<file path="src/hdl/fshc_pkg.sv">
// Package for the fan speed hysteresis controller.
// Holds the speed code type, register indexes, field widths and reset values.
// No dependencies.
package fshc_pkg;

  localparam int RAW_W  = 15;
  localparam int DEG_W  = 8;
  localparam int TH_W   = 8;
  localparam int HYS_W  = 4;
  localparam int CMP_W  = 10;
  localparam int CFG_IDX_W  = 3;
  localparam int CFG_DATA_W = 8;
  localparam int FRAC_BITS  = 7;

  typedef enum logic [1:0] {
    SPEED_OFF  = 2'd0,
    SPEED_LOW  = 2'd1,
    SPEED_MED  = 2'd2,
    SPEED_HIGH = 2'd3
  } speed_t;

  typedef enum logic [CFG_IDX_W-1:0] {
    REG_LOW_TH   = 3'd0,
    REG_MED_TH   = 3'd1,
    REG_HIGH_TH  = 3'd2,
    REG_HYST     = 3'd3,
    REG_PLAUS_MIN = 3'd4,
    REG_PLAUS_MAX = 3'd5
  } cfg_reg_t;

  localparam logic signed [TH_W-1:0] LOW_TH_RST    = 8'sd21;
  localparam logic signed [TH_W-1:0] MED_TH_RST    = 8'sd24;
  localparam logic signed [TH_W-1:0] HIGH_TH_RST   = 8'sd27;
  localparam logic        [HYS_W-1:0] HYST_RST     = 4'd1;
  localparam logic signed [TH_W-1:0] PLAUS_MIN_RST = -8'sd20;
  localparam logic signed [TH_W-1:0] PLAUS_MAX_RST = 8'sd50;

endpackage

</file>
<file path="src/hdl/fshc_in_if.sv">
// Input request channel of the fan speed controller: one raw reading.
// Depends on fshc_pkg for the field width.
interface fshc_in_if;
  logic                                valid;
  logic                                ready;
  logic signed [fshc_pkg::RAW_W-1:0]   raw_reading;

  modport source (output valid, output raw_reading, input ready);
  modport sink   (input valid, input raw_reading, output ready);
endinterface

</file>
<file path="src/hdl/fshc_out_if.sv">
// Result request channel of the fan speed controller.
// Depends on fshc_pkg for the field widths.
interface fshc_out_if;
  logic                                valid;
  logic                                ready;
  logic signed [fshc_pkg::DEG_W-1:0]   degrees;
  logic [1:0]                          speed;
  logic                                relay_low;
  logic                                relay_med;
  logic                                relay_high;
  logic                                changed;
  logic                                rejected;

  modport source (output valid, output degrees, output speed, output relay_low,
                  output relay_med, output relay_high, output changed,
                  output rejected, input ready);
  modport sink   (input valid, input degrees, input speed, input relay_low,
                  input relay_med, input relay_high, input changed,
                  input rejected, output ready);
endinterface

</file>
<file path="src/hdl/fshc_cfg_if.sv">
// Configuration write channel of the fan speed controller.
// Depends on fshc_pkg for index and data widths.
interface fshc_cfg_if;
  logic                                 valid;
  logic                                 ready;
  logic [fshc_pkg::CFG_IDX_W-1:0]       index;
  logic [fshc_pkg::CFG_DATA_W-1:0]      data;

  modport source (output valid, output index, output data, input ready);
  modport sink   (input valid, input index, input data, output ready);
endinterface

</file>
<file path="src/hdl/fan_speed_hysteresis_control_top.sv">
// Top level of the fan speed hysteresis controller.
// Depends on fshc_pkg and the fshc_in_if, fshc_out_if and fshc_cfg_if channels.
//
// One raw reading in 1/128 degree units goes in, one result comes out per
// request, at a sustained rate of one request per clock while results are
// taken. A request is held in the input register and is evaluated on its way
// into the result register; the speed state register is updated in the same
// cycle the result register loads, which is what lets the following request
// see the new speed without a bubble. While the result is held off, at most
// two requests are in flight and the input stalls. The reading is floored to
// whole degrees, checked against the plausible window (outside it the speed
// is held and rejected is set), and otherwise drives a four-state
// off/low/med/high machine with a single shared hysteresis on some transitions.
// The configuration port is always ready; write it only while no request is
// in flight. Indexes above the register list are ignored.
module fan_speed_hysteresis_control_top (
  input  logic          clk,
  input  logic          rst_n,
  fshc_in_if.sink       in_chan,
  fshc_out_if.source    out_chan,
  fshc_cfg_if.sink      cfg_chan
);

  // Configuration registers
  logic signed [fshc_pkg::TH_W-1:0]  low_th_r, med_th_r, high_th_r;
  logic        [fshc_pkg::HYS_W-1:0] hyst_r;
  logic signed [fshc_pkg::TH_W-1:0]  plaus_min_r, plaus_max_r;

  // Input stage
  logic                                s1_valid_r;
  logic signed [fshc_pkg::RAW_W-1:0]   s1_raw_r;

  // Speed state and result stage
  fshc_pkg::speed_t                    fan_speed_r, fan_speed_nxt;
  logic                                out_valid_r;
  logic signed [fshc_pkg::DEG_W-1:0]   deg_r;
  fshc_pkg::speed_t                    speed_r;
  logic                                relay_low_r, relay_med_r, relay_high_r;
  logic                                changed_r, rejected_r;

  logic                                in_take, out_load;
  logic signed [fshc_pkg::DEG_W-1:0]   deg_w;
  logic signed [fshc_pkg::CMP_W-1:0]   t_w, lo_w, md_w, hi_w, h_w;
  logic                                rej_w;
  fshc_pkg::speed_t                    eval_speed;

  // Handshake: advance the input stage whenever the result register frees up
  assign out_load = s1_valid_r && (!out_valid_r || out_chan.ready);
  assign in_chan.ready = !s1_valid_r || out_load;
  assign in_take = in_chan.valid && in_chan.ready;
  assign cfg_chan.ready = 1'b1;

  // Configuration writes
  always_ff @(posedge clk) begin
    if (!rst_n) begin
      low_th_r    <= fshc_pkg::LOW_TH_RST;
      med_th_r    <= fshc_pkg::MED_TH_RST;
      high_th_r   <= fshc_pkg::HIGH_TH_RST;
      hyst_r      <= fshc_pkg::HYST_RST;
      plaus_min_r <= fshc_pkg::PLAUS_MIN_RST;
      plaus_max_r <= fshc_pkg::PLAUS_MAX_RST;
    end else if (cfg_chan.valid && cfg_chan.ready) begin
      unique case (cfg_chan.index)
        fshc_pkg::REG_LOW_TH:    low_th_r    <= cfg_chan.data;
        fshc_pkg::REG_MED_TH:    med_th_r    <= cfg_chan.data;
        fshc_pkg::REG_HIGH_TH:   high_th_r   <= cfg_chan.data;
        fshc_pkg::REG_HYST:      hyst_r      <= cfg_chan.data[fshc_pkg::HYS_W-1:0];
        fshc_pkg::REG_PLAUS_MIN: plaus_min_r <= cfg_chan.data;
        fshc_pkg::REG_PLAUS_MAX: plaus_max_r <= cfg_chan.data;
        default: ;  // drop writes beyond the register list
      endcase
    end
  end

  // Input register
  always_ff @(posedge clk) begin
    if (!rst_n) begin
      s1_valid_r <= 1'b0;
    end else if (in_chan.ready) begin
      s1_valid_r <= in_chan.valid;
    end
  end

  always_ff @(posedge clk) begin
    if (in_take) begin
      s1_raw_r <= in_chan.raw_reading;
    end
  end

  // Floor to whole degrees: arithmetic shift drops the fraction bits
  assign deg_w = fshc_pkg::DEG_W'(s1_raw_r >>> fshc_pkg::FRAC_BITS);

  // Widen everything so threshold +/- hysteresis never wraps
  assign t_w  = fshc_pkg::CMP_W'(deg_w);
  assign lo_w = fshc_pkg::CMP_W'(low_th_r);
  assign md_w = fshc_pkg::CMP_W'(med_th_r);
  assign hi_w = fshc_pkg::CMP_W'(high_th_r);
  assign h_w  = signed'({{(fshc_pkg::CMP_W-fshc_pkg::HYS_W){1'b0}}, hyst_r});

  assign rej_w = (deg_w < plaus_min_r) || (deg_w > plaus_max_r);

  // Speed transitions, tested in fixed priority order per state
  always_comb begin
    eval_speed = fan_speed_r;
    unique case (fan_speed_r)
      fshc_pkg::SPEED_OFF: begin
        if (t_w >= hi_w)             eval_speed = fshc_pkg::SPEED_HIGH;
        else if (t_w >= md_w)        eval_speed = fshc_pkg::SPEED_MED;
        else if (t_w >= lo_w + h_w)  eval_speed = fshc_pkg::SPEED_LOW;
        else                         eval_speed = fshc_pkg::SPEED_OFF;
      end
      fshc_pkg::SPEED_LOW: begin
        if (t_w <= lo_w - h_w)       eval_speed = fshc_pkg::SPEED_OFF;
        else if (t_w >= hi_w)        eval_speed = fshc_pkg::SPEED_HIGH;
        else if (t_w >= md_w + h_w)  eval_speed = fshc_pkg::SPEED_MED;
        else                         eval_speed = fshc_pkg::SPEED_LOW;
      end
      fshc_pkg::SPEED_MED: begin
        if (t_w <= lo_w)             eval_speed = fshc_pkg::SPEED_OFF;
        else if (t_w <= md_w - h_w)  eval_speed = fshc_pkg::SPEED_LOW;
        else if (t_w >= hi_w + h_w)  eval_speed = fshc_pkg::SPEED_HIGH;
        else                         eval_speed = fshc_pkg::SPEED_MED;
      end
      fshc_pkg::SPEED_HIGH: begin
        if (t_w <= lo_w)             eval_speed = fshc_pkg::SPEED_OFF;
        else if (t_w <= md_w)        eval_speed = fshc_pkg::SPEED_LOW;
        else if (t_w <= hi_w - h_w)  eval_speed = fshc_pkg::SPEED_MED;
        else                         eval_speed = fshc_pkg::SPEED_HIGH;
      end
      default: eval_speed = fshc_pkg::SPEED_OFF;
    endcase
  end

  // Hold the speed on a rejected reading
  assign fan_speed_nxt = rej_w ? fan_speed_r : eval_speed;

  // Speed state and output valid
  always_ff @(posedge clk) begin
    if (!rst_n) begin
      fan_speed_r <= fshc_pkg::SPEED_OFF;
      out_valid_r <= 1'b0;
    end else begin
      if (out_load) begin
        fan_speed_r <= fan_speed_nxt;
      end
      if (out_load) begin
        out_valid_r <= 1'b1;
      end else if (out_chan.ready) begin
        out_valid_r <= 1'b0;
      end
    end
  end

  // Result payload
  always_ff @(posedge clk) begin
    if (out_load) begin
      deg_r        <= deg_w;
      speed_r      <= fan_speed_nxt;
      relay_low_r  <= (fan_speed_nxt == fshc_pkg::SPEED_LOW);
      relay_med_r  <= (fan_speed_nxt == fshc_pkg::SPEED_MED);
      relay_high_r <= (fan_speed_nxt == fshc_pkg::SPEED_HIGH);
      changed_r    <= (fan_speed_nxt != fan_speed_r);
      rejected_r   <= rej_w;
    end
  end

  assign out_chan.valid      = out_valid_r;
  assign out_chan.degrees    = deg_r;
  assign out_chan.speed      = speed_r;
  assign out_chan.relay_low  = relay_low_r;
  assign out_chan.relay_med  = relay_med_r;
  assign out_chan.relay_high = relay_high_r;
  assign out_chan.changed    = changed_r;
  assign out_chan.rejected   = rejected_r;

  // A rejected reading never reports a speed change
  a_rej_no_change: assert property (@(posedge clk) disable iff (!rst_n)
    out_valid_r |-> !(rejected_r && changed_r))
    else $error("rejected result flagged as changed");

  // A rejected reading leaves the speed state alone
  a_rej_holds: assert property (@(posedge clk) disable iff (!rst_n)
    (out_load && rej_w) |=> (fan_speed_r == $past(fan_speed_r)))
    else $error("speed state moved on a rejected reading");

  // The offered speed is always the current state
  a_speed_tracks: assert property (@(posedge clk) disable iff (!rst_n)
    out_valid_r |-> (speed_r == fan_speed_r))
    else $error("result speed differs from speed state");

endmodule
</file>
<file path="src/flat_wrapper.sv">
// flat-port wrapper written by rule: the top's interface ports become plain ports
module fan_speed_hysteresis_control_top_flat 
  (clk, rst_n, in_chan_valid, in_chan_raw_reading, in_chan_ready, out_chan_valid, out_chan_degrees, out_chan_speed, out_chan_relay_low, out_chan_relay_med, out_chan_relay_high, out_chan_changed, out_chan_rejected, out_chan_ready, cfg_chan_valid, cfg_chan_index, cfg_chan_data, cfg_chan_ready);
  fshc_in_if in_chan_i ();
  fshc_out_if out_chan_i ();
  fshc_cfg_if cfg_chan_i ();
  input  logic clk;
  input  logic rst_n;
  input wire logic [$bits(in_chan_i.valid)-1:0] in_chan_valid;
  input wire logic [$bits(in_chan_i.raw_reading)-1:0] in_chan_raw_reading;
  output wire logic [$bits(in_chan_i.ready)-1:0] in_chan_ready;
  output wire logic [$bits(out_chan_i.valid)-1:0] out_chan_valid;
  output wire logic [$bits(out_chan_i.degrees)-1:0] out_chan_degrees;
  output wire logic [$bits(out_chan_i.speed)-1:0] out_chan_speed;
  output wire logic [$bits(out_chan_i.relay_low)-1:0] out_chan_relay_low;
  output wire logic [$bits(out_chan_i.relay_med)-1:0] out_chan_relay_med;
  output wire logic [$bits(out_chan_i.relay_high)-1:0] out_chan_relay_high;
  output wire logic [$bits(out_chan_i.changed)-1:0] out_chan_changed;
  output wire logic [$bits(out_chan_i.rejected)-1:0] out_chan_rejected;
  input wire logic [$bits(out_chan_i.ready)-1:0] out_chan_ready;
  input wire logic [$bits(cfg_chan_i.valid)-1:0] cfg_chan_valid;
  input wire logic [$bits(cfg_chan_i.index)-1:0] cfg_chan_index;
  input wire logic [$bits(cfg_chan_i.data)-1:0] cfg_chan_data;
  output wire logic [$bits(cfg_chan_i.ready)-1:0] cfg_chan_ready;
  assign in_chan_i.valid = in_chan_valid;
  assign in_chan_i.raw_reading = in_chan_raw_reading;
  assign in_chan_ready = in_chan_i.ready;
  assign out_chan_valid = out_chan_i.valid;
  assign out_chan_degrees = out_chan_i.degrees;
  assign out_chan_speed = out_chan_i.speed;
  assign out_chan_relay_low = out_chan_i.relay_low;
  assign out_chan_relay_med = out_chan_i.relay_med;
  assign out_chan_relay_high = out_chan_i.relay_high;
  assign out_chan_changed = out_chan_i.changed;
  assign out_chan_rejected = out_chan_i.rejected;
  assign out_chan_i.ready = out_chan_ready;
  assign cfg_chan_i.valid = cfg_chan_valid;
  assign cfg_chan_i.index = cfg_chan_index;
  assign cfg_chan_i.data = cfg_chan_data;
  assign cfg_chan_ready = cfg_chan_i.ready;
  fan_speed_hysteresis_control_top u_core (.clk(clk), .rst_n(rst_n), .in_chan(in_chan_i), .out_chan(out_chan_i), .cfg_chan(cfg_chan_i));
endmodule
</file>
<file path="config.mk">
export PLATFORM = sky130hd
export DESIGN_NAME = fan_speed_hysteresis_control_top_flat
export DESIGN_NICKNAME = d
export VERILOG_FILES = /design/src/hdl/fshc_pkg.sv /design/src/hdl/fshc_in_if.sv /design/src/hdl/fshc_out_if.sv /design/src/hdl/fshc_cfg_if.sv /design/src/hdl/fan_speed_hysteresis_control_top.sv /design/src/flat_wrapper.sv
export SDC_FILE = /design/constraint.sdc
export NUM_CORES = 1
export LEC_CHECK = 0
export BUFFER_PORTS_ARGS = -buffer_cell sky130_fd_sc_hd__buf_2
export CELL_PAD_IN_SITES_DETAIL_PLACEMENT = 0
export CELL_PAD_IN_SITES_GLOBAL_PLACEMENT = 1
export CORE_ASPECT_RATIO = 1.75
export CORE_UTILIZATION = 30
export DETAILED_ROUTE_END_ITERATION = 7
export GPL_TIMING_DRIVEN = 0
export PLACE_DENSITY_LB_ADDON = 0.1
export SKIP_LAST_GASP = 1
export SYNTH_ARGS = -nofsm -noshare
export SYNTH_HDL_FRONTEND = slang
export SYNTH_SLANG_ARGS = --single-unit
</file>
<file path="constraint.sdc">
create_clock -name clk -period 9.1 [get_ports clk]
set_clock_uncertainty 0.1 [all_clocks]
set_input_delay 1.365 -clock clk [delete_from_list [all_inputs] [get_ports clk]]
set_output_delay 1.365 -clock clk [all_outputs]
set_load 0.02 [all_outputs]
</file>
==> summary.md <==
| Metric | Value |
|---|---|
| Main combinational cell family by area after synthesis | adder cells |
| Layout overhead on the synthesized area | 13.4% |
| WP data required | 9.09 ns |
| Antenna-violating nets left | 0 |
| Leak pwr | 0.00293 uW |
| RR Startpoint | u_core.hyst_r[1] |
| Inserted Clock Buffers | 9 |
| CTS tree | done |
| Area share of the largest cell type after synthesis | 23.9% |
| # fillers | 2071 |
| Top cells by count, synth | ha_1, nand2_1, inv_1 |
| Yosys top cell by area | ha_1 |
| Startpoint types | flop |
| Yosys reg bits | 71 |
| Sequential Area | 0.00165 mm2 |
| Yosys warning count | 0 |
| EDFF count, synth | 23 |
| Cts hold-fix bufs | 0 |
| Max-slew violations | 0 |
| HPWL after DPL | 15100 um |
| Dpl cells | 988 |
| Switch Pwr | ~290 uW |
| RSZ-0062 raised after global routing | false |
| Share of layout cells above drive strength 1 | 9.75% |
| Clock Sinks | 71 |
| Nets | slightly above 900 |
| N_diodes | 0 |
| Top post-synthesis cells by area | ha_1, dfxtp_1, edfxtp_1 |
| H-tree depth | 3 |
| Ys flop type | dfxtp_1 |
| Buffers & Inverters on Critical Path | 1 |
| Total grt overflow | 0 |
| Startpoint of the worst hold path | u_core.plaus_min_r[4] |
| XOR/XNOR Fraction of Synth Area | 4.86% |
| Yosys cell types | 66 |
| Crit path max fanout | 9 |
| Drt wl/cell | 19.1 um |
| WS Path Type | flop to flop |
| Setup slack at placement | 4.36 ns |
| Postcts setup bufs | 0 |
| Int Power | 637 uW |
| Pre-antenna DRT Iters | 4 |
| Ports | between 40 and 50 |
| Syn nets | 857 |
| Max frequency | roughly 220 MHz |
| Seq pwr share | 39.3% |
| Drt drc | 0 |
| Period minus WS final | roughly 4.6 ns |
| Longest Clk Path Bufs | 2 |
| Sw frac | 30.9% |
| CTS root buffer | clkbuf_16 |
| Die area | 0.0210 mm2 |
| Most common cell in the netlist | ha_1 |
| Simple-gate share of the synthesized area | 17.9% |
| Post-CTS Resized | 0 |
| Register area share after synthesis | 27.0% |
| Max-Cap Viols | 0 |
| Relative slew slack | 28.8% |
| Core area | 0.0198 mm2 |
| Final period util | approximately 50% |
| Worst-case vdd ir drop | 0.0834 mV |
| Synth Area in Adders | around a quarter |
| CP Launch Point | u_core.hyst_r[1] |
| Clock share of power | 39.7% |
| Ys async rst share | 0% |
| Total number of vias | between 5k and 6k |
| Final Hold Fails | 0 |
| Cells after synthesis | 703 |
| Critical-path top delay cell | a311oi_1 |
| Antenna violations before repair | 0 |
| Global-route wire length before repair | 29500 um |
| Mean post-synth cell area | 8.71 um2 |
| Final Setup Violations | 0 |
| Gate power share | a little over a fifth |
| Non-filler cells, final | 1004 |
| Post-Syn Area | a little over 0.006 mm2 |
| Crit-path most repeated cell | nor2_1 |
| Crit-path cells | inv_1 -> fa_1 -> nor2_1 -> nor2_1 -> nor2_1 -> nor2_1 -> nor3_1 -> xnor2_1 -> ha_1 -> and3_1 -> or3b_1 -> a41oi_1 -> a311oi_1 -> a211oi_2 -> a211oi_4 -> nor4bb_1 |
| IO Port Bufs | 39 |
| Initial Utilization | around 31% |
| Number of core rows | 68 |
| Largest stage delay on the critical path | 0.66 ns |
| Die width | 110 um |
| Area of the multi-input gates | approximately 0.0042 mm2 |
| Multiplexer area fraction after synthesis | 0.654% |
| Hold WC Path Type | flop to flop |
| Worst-skew pair later-pin latency | around 0.36 ns |
| Worst-margin pin slew | 1.07 ns |
| Vias in the first global route | between 5k and 6k |
| Die Height | 191 um |
| Detailed-route vias per instance | 5.19 |
| CP endpoint kind | flop |
| Largest net degree at the start of global routing | 19 |
| R2R Setup Slk | approximately 4.5 ns |
| WL final | 19100 um |
| DR iter-0 viols | 148 |
| Gp weighted congestion | 0.822 |
| Post-route setup slack | 4.51 ns |
| Pwr Density | 133 mW/mm2 |
| Clock transition at path regs | 0.06 ns |
| Delay-heaviest family, CP | compound AO/OA/AOI/OAI gates |
| Setup_tns | 0 ns |
| Post-synthesis compound-gate area fraction | 18.9% |
| GRT Overall Usage | 19.7% |
| Worst path arrival time | 4.58 ns |
| Status | completed |
==> worst min-delay path, delay by kind of cell, from the launching register on <==
kind	cells	cell delay (ns)
AOI/OAI and AO/OA	1	0.05
DFF	1	0.31
and+or+nand+nor	1	0.05
==> state kept, by name, indices dropped and copies added, names as in the netlist <==
register	flops
u_core.fan_speed_r	2
u_core.high_th_r	8
u_core.hyst_r	4
u_core.low_th_r	8
u_core.med_th_r	8
u_core.out_chan.changed	1
u_core.out_chan.degrees	8
u_core.out_chan.rejected	1
u_core.out_chan.relay_high	1
u_core.out_chan.relay_low	1
u_core.out_chan.relay_med	1
u_core.out_chan.speed	2
u_core.out_chan.valid	1
u_core.plaus_max_r	8
u_core.plaus_min_r	8
u_core.s1_raw_r	8
u_core.s1_valid_r	1
==> area by class of cell <==
cell class / instances / area share (%)
Clock buffer: 12 / 4.02
Multi-Input combinational cell: 557 / 60.2
Inverter: 62 / 3.35
Timing Repair Buffer: 40 / 3.03
Clock inverter: 4 / 0.342
Buffer: 13 / 0.883
Sequential cell: 71 / 23.8
Tap cell: 245 / 4.41
==> metrics by stage <==
| step | utilization, % | hold slack [ns] | area, um2 | power, uW |
|---|---|---|---|---|
| 3_3_place_gp | 33.4 | 0.342 | 6630 | 560 |
| 2_1_floorplan | - | 0.336 | 6120 | 496 |
| 6_report | 35.0 | 0.358 | 6950 | 923 |
| 3_5_place_dp | 33.5 | 0.354 | 6640 | 566 |
| 5_1_grt | 35.0 | 0.383 | 6950 | 974 |
| 4_1_cts | 35.0 | 0.362 | 6950 | 937 |
==> power by group through the flow <==
stage	combinational, uW	clock, uW	sequential (uW)
CTS	197	376	363
global route	220	390	365
floorplan	132	0	364
detailed placement	196	0	370
finish	193	367	363
global placement	190	0	370
==> routing by layer <==
layer  part of all wire [%]  GRT usage, %
met1                     38          20.3
met2                     56          37.9
met3                    2.0          2.66
met4                    3.6          8.62
met5                      0             0
==> cell usage in the layout (no fill, tap or decap), types with 12 or more instances in the layout <==
cell type  Yosys  routed
o21ai_0       21      21
inv_1         62      62
edfxtp_1      23      23
nand4_1       12      12
clkbuf_1      11      12
ha_1         117     117
nor3_1        13      13
nor2_1        46      46
nor2b_1       19      18
buf_2          0      39
a21oi_1       56      56
nand2_1       91      91
o211ai_1      24      24
xnor2_1       30      30
a21o_1        13      13
dfxtp_1       48      48
==> final timing paths <==
check                           cells after the start                   endpoint
worst max-delay path                               16  u_core.out_chan.relay_low
worst min-delay path                                2      u_core.plaus_min_r[4]
worst max register to register                     16  u_core.out_chan.relay_low
worst min register to register                      2      u_core.plaus_min_r[4]
==> cells by family (layout without fill, tap and decap cells) <==
logic type      after synthesis  count (layout)
fa+ha+maj                   123             123
other cells                   1               1
compound gates              167             167
flops                        71              71
buf+inv                      75             131
mux                           4               4
simple gates                228             228
xor+xnor                     34              34
Note: power is estimated with default switching activity, not from simulation.
